===== src/rtl/core/gtr_pkg.sv =====
package gtr_pkg;

  localparam int SCREEN_WIDTH  = 368;
  localparam int SCREEN_HEIGHT = 448;
  localparam int TAP_SLOP      = 15;

  localparam int CFG_IDX_W  = 3;
  localparam int CFG_DATA_W = 21;
  localparam int COORD_W    = 11;
  localparam int RAW_W      = 10;
  localparam int TIME_W     = 32;

  typedef enum logic [2:0] {
    G_NONE  = 3'd0,
    G_TAP   = 3'd1,
    G_LEFT  = 3'd2,
    G_RIGHT = 3'd3,
    G_UP    = 3'd4,
    G_DOWN  = 3'd5,
    G_DTAP  = 3'd6
  } gest_code_t;

  typedef enum logic [CFG_IDX_W-1:0] {
    REG_ROTATION     = 3'd0,
    REG_IMAGE_MODE   = 3'd1,
    REG_SWIPE_THRESH = 3'd2,
    REG_SWIPE_CROSS  = 3'd3,
    REG_BOTTOM_ZONE  = 3'd4,
    REG_DTAP_WINDOW  = 3'd5,
    REG_DTAP_DIST    = 3'd6,
    REG_DTAP_DEBOUNCE = 3'd7
  } cfg_idx_t;

  typedef struct packed {
    logic [1:0]  rotation;
    logic        image_mode;
    logic [9:0]  swipe_threshold;
    logic [9:0]  swipe_max_cross;
    logic [9:0]  bottom_zone;
    logic [20:0] dtap_window_us;
    logic [10:0] dtap_max_dist;
    logic [19:0] dtap_debounce_us;
  } cfg_t;

  typedef struct packed {
    logic                      clr;
    logic                      rel;
    logic [TIME_W-1:0]         now_us;
    logic signed [COORD_W-1:0] pos_x;
    logic signed [COORD_W-1:0] pos_y;
  } dtap_req_t;

endpackage


===== src/rtl/core/gtr_rotate.sv =====
module gtr_rotate (
  input  logic [1:0]                          rotation,
  input  logic [gtr_pkg::RAW_W-1:0]           raw_x,
  input  logic [gtr_pkg::RAW_W-1:0]           raw_y,
  output logic signed [gtr_pkg::COORD_W-1:0]  pos_x,
  output logic signed [gtr_pkg::COORD_W-1:0]  pos_y
);

  localparam logic signed [11:0] WM1 = 12'(gtr_pkg::SCREEN_WIDTH - 1);
  localparam logic signed [11:0] HM1 = 12'(gtr_pkg::SCREEN_HEIGHT - 1);

  logic signed [11:0] x0, y0, x1, y1, x2, y2;

  always_comb begin
    x0 = $signed({2'b00, raw_x});
    y0 = $signed({2'b00, raw_y});
    if (rotation[1]) begin
      x1 = WM1 - x0;
      y1 = HM1 - y0;
    end else begin
      x1 = x0;
      y1 = y0;
    end
    if (rotation[0]) begin
      x2 = HM1 - y1;
      y2 = x1;
    end else begin
      x2 = x1;
      y2 = y1;
    end
  end

  assign pos_x = x2[gtr_pkg::COORD_W-1:0];
  assign pos_y = y2[gtr_pkg::COORD_W-1:0];

endmodule


===== src/rtl/core/gtr_stroke.sv =====
module gtr_stroke (
  input  gtr_pkg::cfg_t                       cfg,
  input  logic signed [gtr_pkg::COORD_W-1:0]  start_x,
  input  logic signed [gtr_pkg::COORD_W-1:0]  start_y,
  input  logic signed [gtr_pkg::COORD_W-1:0]  recent_x,
  input  logic signed [gtr_pkg::COORD_W-1:0]  recent_y,
  output gtr_pkg::gest_code_t                 gesture
);

  localparam logic signed [11:0] SW   = 12'(gtr_pkg::SCREEN_WIDTH);
  localparam logic signed [11:0] SH   = 12'(gtr_pkg::SCREEN_HEIGHT);
  localparam logic [11:0]        SLOP = 12'(gtr_pkg::TAP_SLOP);

  logic signed [11:0] dx, dy, lim, h, sy;
  logic [11:0]        ax, ay, thr, xmax;

  always_comb begin
    dx    = {recent_x[10], recent_x} - {start_x[10], start_x};
    dy    = {recent_y[10], recent_y} - {start_y[10], start_y};
    ax    = dx[11] ? 12'(-dx) : 12'(dx);
    ay    = dy[11] ? 12'(-dy) : 12'(dy);
    thr   = {2'b00, cfg.swipe_threshold};
    xmax  = {2'b00, cfg.swipe_max_cross};
    h     = cfg.rotation[0] ? SW : SH;
    lim   = h - $signed({2'b00, cfg.bottom_zone});
    sy    = {start_y[10], start_y};
    if (ax > thr && ay < xmax) begin
      gesture = (!dx[11] && dx != 12'sd0) ? gtr_pkg::G_LEFT : gtr_pkg::G_RIGHT;
    end else if (ay > thr && ax < xmax) begin
      if (dy[11]) begin
        gesture = (sy >= lim) ? gtr_pkg::G_UP : gtr_pkg::G_NONE;
      end else begin
        gesture = gtr_pkg::G_DOWN;
      end
    end else if (ax < SLOP && ay < SLOP) begin
      gesture = gtr_pkg::G_TAP;
    end else begin
      gesture = gtr_pkg::G_NONE;
    end
  end

endmodule


===== src/rtl/core/gtr_dtap.sv =====
module gtr_dtap (
  input  logic                clk,
  input  logic                rst_n,
  input  gtr_pkg::cfg_t       cfg,
  input  gtr_pkg::dtap_req_t  req,
  output logic                hit
);

  logic                                fw_r, fw_nxt;
  logic                                rs_r, rs_nxt;
  logic [gtr_pkg::TIME_W-1:0]          ft_r, ft_nxt;
  logic [gtr_pkg::TIME_W-1:0]          rt_r, rt_nxt;
  logic signed [gtr_pkg::COORD_W-1:0]  fx_r, fx_nxt;
  logic signed [gtr_pkg::COORD_W-1:0]  fy_r, fy_nxt;

  logic [gtr_pkg::TIME_W-1:0] since_rel, since_tap;
  logic signed [11:0]         ddx, ddy;
  logic [12:0]                manh;
  logic                       bounce, win;

  always_comb begin
    since_rel = req.now_us - rt_r;
    since_tap = req.now_us - ft_r;
    ddx       = {req.pos_x[10], req.pos_x} - {fx_r[10], fx_r};
    ddy       = {req.pos_y[10], req.pos_y} - {fy_r[10], fy_r};
    manh      = 13'(ddx[11] ? 12'(-ddx) : 12'(ddx)) + 13'(ddy[11] ? 12'(-ddy) : 12'(ddy));
    bounce    = rs_r && (since_rel < 32'(cfg.dtap_debounce_us));
    win       = fw_r && (since_tap <= 32'(cfg.dtap_window_us))
                && (manh <= 13'(cfg.dtap_max_dist));
    hit       = req.rel && !bounce && win;

    fw_nxt = fw_r;
    rs_nxt = rs_r;
    ft_nxt = ft_r;
    rt_nxt = rt_r;
    fx_nxt = fx_r;
    fy_nxt = fy_r;
    if (req.clr) begin
      fw_nxt = 1'b0;
      rs_nxt = 1'b0;
      rt_nxt = '0;
    end else if (req.rel && !bounce) begin
      rs_nxt = 1'b1;
      rt_nxt = req.now_us;
      if (win) begin
        fw_nxt = 1'b0;
      end else begin
        fw_nxt = 1'b1;
        ft_nxt = req.now_us;
        fx_nxt = req.pos_x;
        fy_nxt = req.pos_y;
      end
    end
  end

  always_ff @(posedge clk) begin
    if (!rst_n) begin
      fw_r <= 1'b0;
      rs_r <= 1'b0;
    end else begin
      fw_r <= fw_nxt;
      rs_r <= rs_nxt;
    end
  end

  always_ff @(posedge clk) begin
    ft_r <= ft_nxt;
    rt_r <= rt_nxt;
    fx_r <= fx_nxt;
    fy_r <= fy_nxt;
  end

endmodule


===== src/rtl/core/touch_gesture_recognizer.sv =====
// Touch gesture recognizer: one touch sample per transfer in, exactly one
// result per sample out, in order, at up to one sample per clock. A sample
// is held in an input register, rotated and classified combinationally, and
// the result lands in an output register; the input stalls only while the
// output register holds an untaken result. Gesture codes: 0 none, 1 tap,
// 2 swipe left, 3 swipe right, 4 swipe up, 5 swipe down, 6 double tap;
// out_is_pressed is the pointer state after the sample. Configuration
// writes apply immediately and must be made while no sample is in flight;
// writing image_mode clears double tap history.
module touch_gesture_recognizer (
  input  logic                                clk,
  input  logic                                rst_n,
  input  logic                                in_valid,
  output logic                                in_ready,
  input  logic                                in_touched,
  input  logic [gtr_pkg::RAW_W-1:0]           in_touch_x,
  input  logic [gtr_pkg::RAW_W-1:0]           in_touch_y,
  input  logic [gtr_pkg::TIME_W-1:0]          in_now_us,
  output logic                                out_valid,
  input  logic                                out_ready,
  output logic [2:0]                          out_gesture,
  output logic                                out_is_pressed,
  input  logic                                cfg_wr_en,
  input  logic [gtr_pkg::CFG_IDX_W-1:0]       cfg_index,
  input  logic [gtr_pkg::CFG_DATA_W-1:0]      cfg_wr_data
);

  gtr_pkg::cfg_t cfg_r;

  logic                               s1_v_r;
  logic                               s1_touched_r;
  logic [gtr_pkg::RAW_W-1:0]          s1_x_r, s1_y_r;
  logic [gtr_pkg::TIME_W-1:0]         s1_now_r;

  logic                               press_r, press_nxt;
  logic signed [gtr_pkg::COORD_W-1:0] sx_r, sx_nxt, sy_r, sy_nxt;
  logic signed [gtr_pkg::COORD_W-1:0] rx_r, rx_nxt, ry_r, ry_nxt;

  logic                               ov_r;
  gtr_pkg::gest_code_t                og_r, og_nxt;
  logic                               op_r;

  logic                               adv;
  logic signed [gtr_pkg::COORD_W-1:0] px, py;
  gtr_pkg::gest_code_t                stroke_g;
  gtr_pkg::dtap_req_t                 dreq;
  logic                               dhit;

  assign adv      = s1_v_r && (!ov_r || out_ready);
  assign in_ready = !s1_v_r || adv;

  always_ff @(posedge clk) begin
    if (!rst_n) begin
      cfg_r.rotation         <= 2'd0;
      cfg_r.image_mode       <= 1'b0;
      cfg_r.swipe_threshold  <= 10'd60;
      cfg_r.swipe_max_cross  <= 10'd80;
      cfg_r.bottom_zone      <= 10'd60;
      cfg_r.dtap_window_us   <= 21'd300000;
      cfg_r.dtap_max_dist    <= 11'd40;
      cfg_r.dtap_debounce_us <= 20'd50000;
    end else if (cfg_wr_en) begin
      case (gtr_pkg::cfg_idx_t'(cfg_index))
        gtr_pkg::REG_ROTATION:      cfg_r.rotation         <= cfg_wr_data[1:0];
        gtr_pkg::REG_IMAGE_MODE:    cfg_r.image_mode       <= cfg_wr_data[0];
        gtr_pkg::REG_SWIPE_THRESH:  cfg_r.swipe_threshold  <= cfg_wr_data[9:0];
        gtr_pkg::REG_SWIPE_CROSS:   cfg_r.swipe_max_cross  <= cfg_wr_data[9:0];
        gtr_pkg::REG_BOTTOM_ZONE:   cfg_r.bottom_zone      <= cfg_wr_data[9:0];
        gtr_pkg::REG_DTAP_WINDOW:   cfg_r.dtap_window_us   <= cfg_wr_data[20:0];
        gtr_pkg::REG_DTAP_DIST:     cfg_r.dtap_max_dist    <= cfg_wr_data[10:0];
        gtr_pkg::REG_DTAP_DEBOUNCE: cfg_r.dtap_debounce_us <= cfg_wr_data[19:0];
        default: ;
      endcase
    end
  end

  gtr_rotate u_rotate (
    .rotation (cfg_r.rotation),
    .raw_x    (s1_x_r),
    .raw_y    (s1_y_r),
    .pos_x    (px),
    .pos_y    (py)
  );

  gtr_stroke u_stroke (
    .cfg      (cfg_r),
    .start_x  (sx_r),
    .start_y  (sy_r),
    .recent_x (rx_r),
    .recent_y (ry_r),
    .gesture  (stroke_g)
  );

  always_comb begin
    dreq.clr    = cfg_wr_en && (gtr_pkg::cfg_idx_t'(cfg_index) == gtr_pkg::REG_IMAGE_MODE);
    dreq.rel    = adv && !s1_touched_r && press_r && cfg_r.image_mode;
    dreq.now_us = s1_now_r;
    dreq.pos_x  = rx_r;
    dreq.pos_y  = ry_r;
  end

  gtr_dtap u_dtap (
    .clk   (clk),
    .rst_n (rst_n),
    .cfg   (cfg_r),
    .req   (dreq),
    .hit   (dhit)
  );

  always_comb begin
    press_nxt = press_r;
    sx_nxt    = sx_r;
    sy_nxt    = sy_r;
    rx_nxt    = rx_r;
    ry_nxt    = ry_r;
    og_nxt    = gtr_pkg::G_NONE;
    if (s1_touched_r) begin
      if (!press_r) begin
        sx_nxt = px;
        sy_nxt = py;
      end
      press_nxt = 1'b1;
      rx_nxt    = px;
      ry_nxt    = py;
    end else if (press_r) begin
      press_nxt = 1'b0;
      if (cfg_r.image_mode) begin
        og_nxt = dhit ? gtr_pkg::G_DTAP : gtr_pkg::G_NONE;
      end else begin
        og_nxt = stroke_g;
      end
    end
  end

  always_ff @(posedge clk) begin
    if (!rst_n) begin
      s1_v_r  <= 1'b0;
      ov_r    <= 1'b0;
      press_r <= 1'b0;
      sx_r    <= '0;
      sy_r    <= '0;
      rx_r    <= '0;
      ry_r    <= '0;
    end else begin
      if (in_ready) begin
        s1_v_r <= in_valid;
      end
      ov_r <= adv || (ov_r && !out_ready);
      if (adv) begin
        press_r <= press_nxt;
        sx_r    <= sx_nxt;
        sy_r    <= sy_nxt;
        rx_r    <= rx_nxt;
        ry_r    <= ry_nxt;
      end
    end
  end

  always_ff @(posedge clk) begin
    if (in_valid && in_ready) begin
      s1_touched_r <= in_touched;
      s1_x_r       <= in_touch_x;
      s1_y_r       <= in_touch_y;
      s1_now_r     <= in_now_us;
    end
    if (adv) begin
      og_r <= og_nxt;
      op_r <= press_nxt;
    end
  end

  assign out_valid      = ov_r;
  assign out_gesture    = og_r;
  assign out_is_pressed = op_r;

endmodule


===== config.mk =====
export PLATFORM = sky130hd
export DESIGN_NAME = touch_gesture_recognizer
export DESIGN_NICKNAME = d
export VERILOG_FILES = /design/src/rtl/core/gtr_pkg.sv /design/src/rtl/core/gtr_rotate.sv /design/src/rtl/core/gtr_stroke.sv /design/src/rtl/core/gtr_dtap.sv /design/src/rtl/core/touch_gesture_recognizer.sv
export SDC_FILE = /design/constraint.sdc
export NUM_CORES = 1
export LEC_CHECK = 0
export BUFFER_PORTS_ARGS = -buffer_cell sky130_fd_sc_hd__buf_2
export CAP_MARGIN = 20
export CORE_ASPECT_RATIO = 1.75
export CORE_MARGIN = 2
export CORE_UTILIZATION = 29
export CTS_BUF_LIST = sky130_fd_sc_hd__clkbuf_8
export DETAILED_ROUTE_END_ITERATION = 10
export PLACE_DENSITY = 0.44
export SLEW_MARGIN = 25
export SYNTH_ARGS = -nofsm -noshare
export SYNTH_HDL_FRONTEND = slang
export SYNTH_SLANG_ARGS = --single-unit

===== constraint.sdc =====
create_clock -name clk -period 12.35 [get_ports clk]
set_input_delay 2.47 -clock clk [delete_from_list [all_inputs] [get_ports clk]]
set_output_delay 2.47 -clock clk [all_outputs]
set_load 0.1 [all_outputs]

Word-level counts from Yosys, hierarchy flattened
Cells that the tools add are included.
{"block": "totals", "latch_bits": 0, "input_bits": 82, "elab_cells": 122, "memories": 0, "mem_bits_ro": 0, "mem_bits_rw": 0, "ff_bits": 277}
{"block": "classes", "eq_ne": 7, "n_mul": 0, "addsub": 15, "div_mod_pow": 0, "reduce_logical": 40, "order_cmp": 10, "bitwise": 4, "n_mux": 19, "n_shift": 0}
{"operator": "32-bit subtractor", "n": 2}
{"operator": "12-bit negator", "n": 4}
{"operator": "11-bit by 11-bit subtractor with 12-bit output", "n": 4}
{"operator": "11-bit 2-to-1 mux", "n": 4}
{"operator": "32-bit by 21-bit <= comparator with 1-bit output", "n": 1}
{"operator": "32-bit by 20-bit < comparator with 1-bit output", "n": 1}
{"operator": "13-bit 2-to-1 mux", "n": 2}
{"operator": "12-bit by 10-bit > comparator with 1-bit output", "n": 2}
{"operator": "12-bit by 10-bit < comparator with 1-bit output", "n": 2}
{"operator": "12-bit by 4-bit < comparator with 1-bit output, second input constant", "n": 2}
{"operator": "12-bit 2-to-1 mux", "n": 2}
{"operator": "9-bit by 10-bit subtractor with 11-bit output, first input constant", "n": 2}
{"operator": "3-bit 2-to-1 mux", "n": 6}
{"operator": "2-bit AND reduction", "n": 9}
{"operator": "1-bit logical AND", "n": 16}
{"operator": "13-bit adder", "n": 1}
{"operator": "13-bit by 11-bit <= comparator with 1-bit output", "n": 1}
{"operator": "3-bit equality test, second input constant", "n": 4}
{"operator": "11-bit by 12-bit >= comparator with 1-bit output", "n": 1}
{"operator": "12-bit nonzero test", "n": 1}
{"operator": "12-bit by 11-bit subtractor with 12-bit output", "n": 1}
{"operator": "10-bit by 11-bit subtractor with 11-bit output, first input constant", "n": 1}
{"operator": "8-bit 2-to-1 mux", "n": 1}
{"operator": "3-bit by 2-bit equality test with 1-bit output, second input constant", "n": 2}
{"operator": "8 further kinds", "n": 23}

Depth between registers and ports, before layout
{"block": "logic_depth", "word_depth": 10, "ltp_mapped": 31, "depth_no_buf": 30}

By module
From an unflattened synthesis, not the netlist that was laid out.
{"block": "hier_totals", "cells_unflattened": 2428, "hier_area_um2": 21008.9}
{"mod": "gtr_dtap", "instances": 1, "cells_each": 1203, "area_per_inst_um2": 9885.7, "seq_area_each_um2": 2302.2}
{"mod": "touch_gesture_recognizer", "instances": 1, "cells_each": 657, "area_per_inst_um2": 6979.2, "seq_area_each_um2": 4354.2}
{"mod": "gtr_stroke", "instances": 1, "cells_each": 479, "area_per_inst_um2": 3529.6, "seq_area_each_um2": 0.0}
{"mod": "gtr_rotate", "instances": 1, "cells_each": 89, "area_per_inst_um2": 614.3, "seq_area_each_um2": 0.0}

Worst setup path before layout
Ideal clock, no wire load.
{"block": "synth_timing", "path_kind": "reg-to-reg", "startpoint": "register u_dtap.fy_r[1] in the netlist's numbering", "endpoint": "register u_dtap.ft_r[0] in the netlist's numbering, enable pin", "required_time_ps": 11807, "n_path_buf": 1, "t_arrival_ps": 8781, "slack_ps": 3025, "path_stages_with_launch": 30, "cell_sequence": "edfxtp_1 -> inv_1 -> ha_1 -> nor2b_1 -> o21ai_0 -> a21boi_0 -> o21ai_0 -> a211oi_1 -> o21a_1 -> o21ai_0 -> a31oi_1 -> clkbuf_1 -> nor2_1 -> a21oi_1 -> ha_1 -> a211oi_1 -> o21bai_1 -> or4_1 -> a221oi_1 -> xnor2_1 -> ha_1 -> nand4_1 -> nor2_1 -> o21ai_0 -> a32oi_1 -> a211o_1 -> a2111oi_0 -> nand4_1 -> or2_1 -> nor3b_1"}
{"block": "synth_between", "elab_chain_len": 8}
{"item": "from (decl)", "line_no": "gtr_dtap.sv:14", "text": "logic signed [gtr_pkg::COORD_W-1:0] fy_r, fy_nxt;"}
{"item": "from (signal assigned)", "line_no": "gtr_dtap.sv:70", "text": "fy_r <= fy_nxt;"}
{"item": "11-bit by 11-bit subtractor with 12-bit output (*)", "line_no": "gtr_dtap.sv:25", "text": "ddy = {req.pos_y[10], req.pos_y} - {fy_r[10], fy_r};"}
{"item": "12-bit negator", "line_no": "gtr_dtap.sv:26", "text": "manh = 13'(ddx[11] ? 12'(-ddx) : 12'(ddx)) + 13'(ddy[11] ? 12'(-ddy) : 12'(ddy));"}
{"item": "13-bit 2-to-1 mux (*)", "line_no": "gtr_dtap.sv:26"}
{"item": "13-bit adder (*)", "line_no": "gtr_dtap.sv:26"}
{"item": "13-bit by 11-bit <= comparator with 1-bit output (*)", "line_no": "gtr_dtap.sv:29", "text": "&& (manh <= 13'(cfg.dtap_max_dist));"}
{"item": "1-bit logical AND (*)", "line_no": "gtr_dtap.sv:29"}
{"item": "1-bit inverter (no line) (*)"}
{"item": "3-bit AND reduction (no line) (*)"}
{"item": "to (signal assigned)", "line_no": "gtr_dtap.sv:67", "text": "ft_r <= ft_nxt;"}
{"item": "to (decl)", "line_no": "gtr_dtap.sv:11", "text": "logic [gtr_pkg::TIME_W-1:0] ft_r, ft_nxt;"}
Mark *: on every way between the ends. The rest lies on a longest branch, timed or not.
A chain may end at the register's enable or synchronous reset.

Worst setup path after layout
{"block": "layout_timing", "startpoint": "register u_dtap.fx_r[1] in the netlist's numbering", "endpoint": "register u_dtap.fx_r[10] in the netlist's numbering, enable pin"}
{"block": "layout_between", "elab_chain_len": 8}
{"item": "from (decl)", "line_no": "gtr_dtap.sv:13", "text": "logic signed [gtr_pkg::COORD_W-1:0] fx_r, fx_nxt;"}
{"item": "from (signal assigned)", "line_no": "gtr_dtap.sv:69", "text": "fx_r <= fx_nxt;"}
{"item": "11-bit by 11-bit subtractor with 12-bit output (*)", "line_no": "gtr_dtap.sv:24", "text": "ddx = {req.pos_x[10], req.pos_x} - {fx_r[10], fx_r};"}
{"item": "12-bit negator", "line_no": "gtr_dtap.sv:26"}
{"item": "13-bit 2-to-1 mux (*)", "line_no": "gtr_dtap.sv:26"}
{"item": "13-bit adder (*)", "line_no": "gtr_dtap.sv:26"}
{"item": "13-bit by 11-bit <= comparator with 1-bit output (*)", "line_no": "gtr_dtap.sv:29"}
{"item": "1-bit logical AND (*)", "line_no": "gtr_dtap.sv:29"}
{"item": "1-bit inverter (no line) (*)"}
{"item": "3-bit AND reduction (no line) (*)"}
Marks and branches as above.

==> key figures <==
Run status
  – Status: completed

CTS
  – Inserted Clock Buffers: 50
  – Root buf cell: clkbuf_8
  – Setup bufs post-CTS: 0
  – Worst-Skew Late Latency: about 0.66 ns
  – Clock slew at reported path FFs: around 0.070 ns
  – Post-CTS resize count: 0
  – H-tree levels: 2
  – Hold_buf cts: 0
  – CTS tree: yes
  – Num Clock Sinks: between 200 and 300
  – Clk buf depth: 3

Place
  – HPWL after DPL: roughly 49000 um
  – Routability cong.: about 0.93
  – Number of port buffers: 87
  – Pre-CTS WS: approximately 5.1 ns

Critical path
  – Worst Path Buf+Inv: 2
  – CP delay by family, top: compound AO/OA/AOI/OAI gates
  – Reg-to-Reg Start: u_dtap.fx_r[1]
  – Largest stage delay, worst path: approximately 0.79 ns
  – Worst reg-to-reg path cell count: 29
  – Crit path kind: reg2reg
  – Crit path max fanout: 54
  – Max stage delay cell, worst path: a31oi_1
  – Flop-to-flop setup slack: about 5.3 ns
  – Most frequent CP cell: o21ai_0
  – Critical path required time: around 13 ns
  – FF-to-FF End: u_dtap.fx_r[10]
  – Startpoint Class: register
  – CP endpoint kind: register
  – Worst path arrival time: about 7.3 ns

Hold path
  – Worst hold-check path type: reg2reg
  – Hold path depth: 0
  – HP Start: ry_r[0]
  – Hold Crit Endpoint: u_dtap.fy_r[0]

STA
  – Least-Margin Pin Slew: 1.051 ns
  – RSZ-0062 raised after global routing: false
  – Final Max Tran Viols: 0
  – Final Cycle Share: 0.5674
  – WHS: 0.4578 ns
  – Endpoints failing hold: 0
  – Worst setup margin: approximately 5.3 ns
  – TNS Setup: 0 ns
  – Highest achievable clock rate: 142.7 MHz
  – Clock Skews: approximately 0.054 ns
  – Slew Limit Headroom: 0.2970
  – Final setup violation count: 0
  – Final min period: 7.007 ns

Die
  – Site Rows: around 130
  – Die footprint: about 0.071 mm2
  – Die height: 350.7 um
  – Ports: slightly below 90
  – Core ar.: around 0.068 mm2
  – Die width: ~200 um
  – Starting density of the core: 0.2916

Power
  – Clock share of power: 0.344
  – Net Sw Frac: 0.3442
  – Overall Power: 2.719 mW
  – Internal power: approximately 1.8 mW
  – Seq pwr share: 0.369
  – Combinational share of power: 0.288
  – Switching power: roughly 0.94 mW
  – Leakage: 9.023 nW
  – Power density cells: 121.5 mW/mm2
  – Worst IR drop on VDD: 0.08033 mV

Finish
  – Final core utilization: 0.3275
  – Area of the multi-input gates: about 0.012 mm2
  – Layout cells sized above 1: 0.09800
  – Layout Nets: between 2k and 3k
  – FF+latch area: between 0.006 and 0.007 mm2
  – Filler cell count: approximately 7.3k
  – P&R area growth vs syn: 12.31%

Routing
  – Drt first pass iters: 5
  – Wirelength per Cell: between 15 and 20 um
  – Drt drc: 0
  – Via count: 16.69k
  – Vias per Instance: about 5
  – Drt initial violations: slightly below 600
  – Routed Antenna Nets: 0
  – WL final: between 60000 and 70000 um

Yosys
  – Post-synthesis average cell area: between 8 and 9 um2
  – Post-Syn Nets: roughly 2.7k
  – Synth Cell Area: roughly 0.020 mm2
  – Async S/R FF share, synth: 0
  – Synth Area in Compound Gates: 0.2095
  – Largest family of logic cells by synthesized area: compound AO/OA/AOI/OAI gates
  – Main flop type after synthesis: dfxtp_1
  – Cells after Synth: ~2.3k
  – Synth cell types: just under 80
  – Mux share of post-synthesis cell area: 0.009797
  – Post-synth EDFFs: ~110
  – Seq cells post-synth: about 280
  – Yosys warning total: 0
  – Post-synthesis xor/xnor area fraction: 0.06506
  – Synth Area in Adders: 0.1508
  – Post-synthesis simple-gate area fraction: 0.1701
  – Post-synthesis sequential area ratio: 0.3341

Global route
  – Via count of the first global-routing pass: around 17k
  – Pin count of the biggest net entering global routing: between 80 and 90
  – First-pass GRT wire length: between 90000 and 100000 um
  – Gr usage total: 0.1759
  – GR Overflow Total: 0
  – Initial antenna violation count: 3

Job
  – Max cap viols: 0
[kinds of logic (layout without fill, tap and decap cells)]
logic type,count (synthesis),count (layout)
multiplexers,18,18
adder cells (fa/ha/maj),236,236
other,0,2
buffers and inverters,313,428
AND/OR/NAND/NOR,700,700
AO/OA/AOI/OAI,642,642
flip-flops,277,277
XOR/XNOR,148,148
[power by group through the flow]
stage               clock, mW  sequential (mW)  combinational [mW]
floorplan                   0             1.02               0.551
global placement            0             1.02               0.771
detailed placement          0             1.02               0.779
CTS                     0.977             1.00               0.786
global route             1.01             1.01               0.874
finish                  0.934             1.00               0.782
[stage by stage]
step / cell area [um2] / instances
CTS: 22360 / 3352
detailed placement: 21300 / 3259
finish: 22380 / 3354
global placement: 21290 / 3259
global route: 22370 / 3353
floorplan: 19920 / 2334
[area by class of cell]
type / count / area share
sequential: 277 / 0.2975
inverter: 234 / 0.03925
antenna: 2 / 0.0002237
tap: 903 / 0.05049
clock buffer: 63 / 0.03875
timing repair buffer: 101 / 0.02427
clock inverter: 30 / 0.008387
multi-input combinational: 1744 / 0.5411
[layout by cell type, fill, tap and decap left out, types with 20 or more instances in the layout]
master / synthesis / final
a211oi_1: 24 / 24
a21boi_0: 77 / 77
a21o_1: 40 / 40
a21oi_1: 163 / 163
a31oi_1: 21 / 20
and2_1: 23 / 22
buf_2: 3 / 86
clkbuf_8: 0 / 63
dfxtp_1: 166 / 165
edfxtp_1: 111 / 111
ha_1: 229 / 229
inv_1: 234 / 249
nand2_1: 303 / 302
nand2b_1: 30 / 29
nand3_1: 38 / 37
nand4_1: 26 / 26
nor2_1: 112 / 109
nor2b_1: 32 / 32
nor3_1: 29 / 28
o211ai_1: 43 / 43
o21ai_0: 113 / 113
o21ai_1: 33 / 33
or3b_2: 31 / 31
xnor2_1: 89 / 89
xor2_1: 59 / 59
[sequential cells by signal (all words and copies together), names as in the netlist, 32 cells and up]
register,cells
u_dtap.ft_r,32
cfg_r,85
s1_now_r,32
u_dtap.rt_r,32
[cells in the mapped netlist (all sizes together), types with 32 or more instances]
master | count | share of area
nand2 | 303 | 0.057
inv | 234 | 0.044
ha | 229 | 0.14
dfxtp | 166 | 0.17
a21oi | 163 | 0.041
o21ai | 146 | 0.037
nor2 | 112 | 0.021
edfxtp | 111 | 0.17
xnor2 | 89 | 0.039
a21boi | 78 | 0.029
clkbuf | 69 | 0.013
xor2 | 59 | 0.026
o211ai | 44 | 0.017
a21o | 40 | 0.015
nand3 | 38 | 0.0095
nor2b | 32 | 0.010
[worst max-delay path by stage]
stage	start	end	slack [ns]	cells after the start
after floorplan	u_dtap.fy_r[1]	u_dtap.ft_r[0]	3.03	29
after global placement	u_dtap.fy_r[1]	u_dtap.ft_r[0]	5.21	29
after detailed placement	u_dtap.fy_r[1]	u_dtap.ft_r[0]	5.14	29
after CTS	u_dtap.fy_r[1]	u_dtap.fx_r[2]	5.01	29
after global routing	rx_r[1]	u_dtap.fx_r[2]	4.49	28
final	u_dtap.fx_r[1]	u_dtap.fx_r[10]	5.34	29
[worst register-to-register path: cells and delay by family (launching register included)]
kind                       cells  cell delay [ns]
AOI/OAI and AO/OA             15             3.27
xor gates and xnor gates       1             0.12
DFF                            1             0.38
adders and majority gates      3             0.82
and+or+nand+nor                8             1.30
buffers and inverters          2             0.73
[layer usage]
layer	GRT usage	up-vias	routed length (um)
li1	-	8410	-
met1	0.1692	7840	22410
met2	0.3525	289	34080
met3	0.02131	149	1719
met4	0.1047	2	3912
met5	0	-	13
No activity file was read; power rests on OpenSTA's default activity.
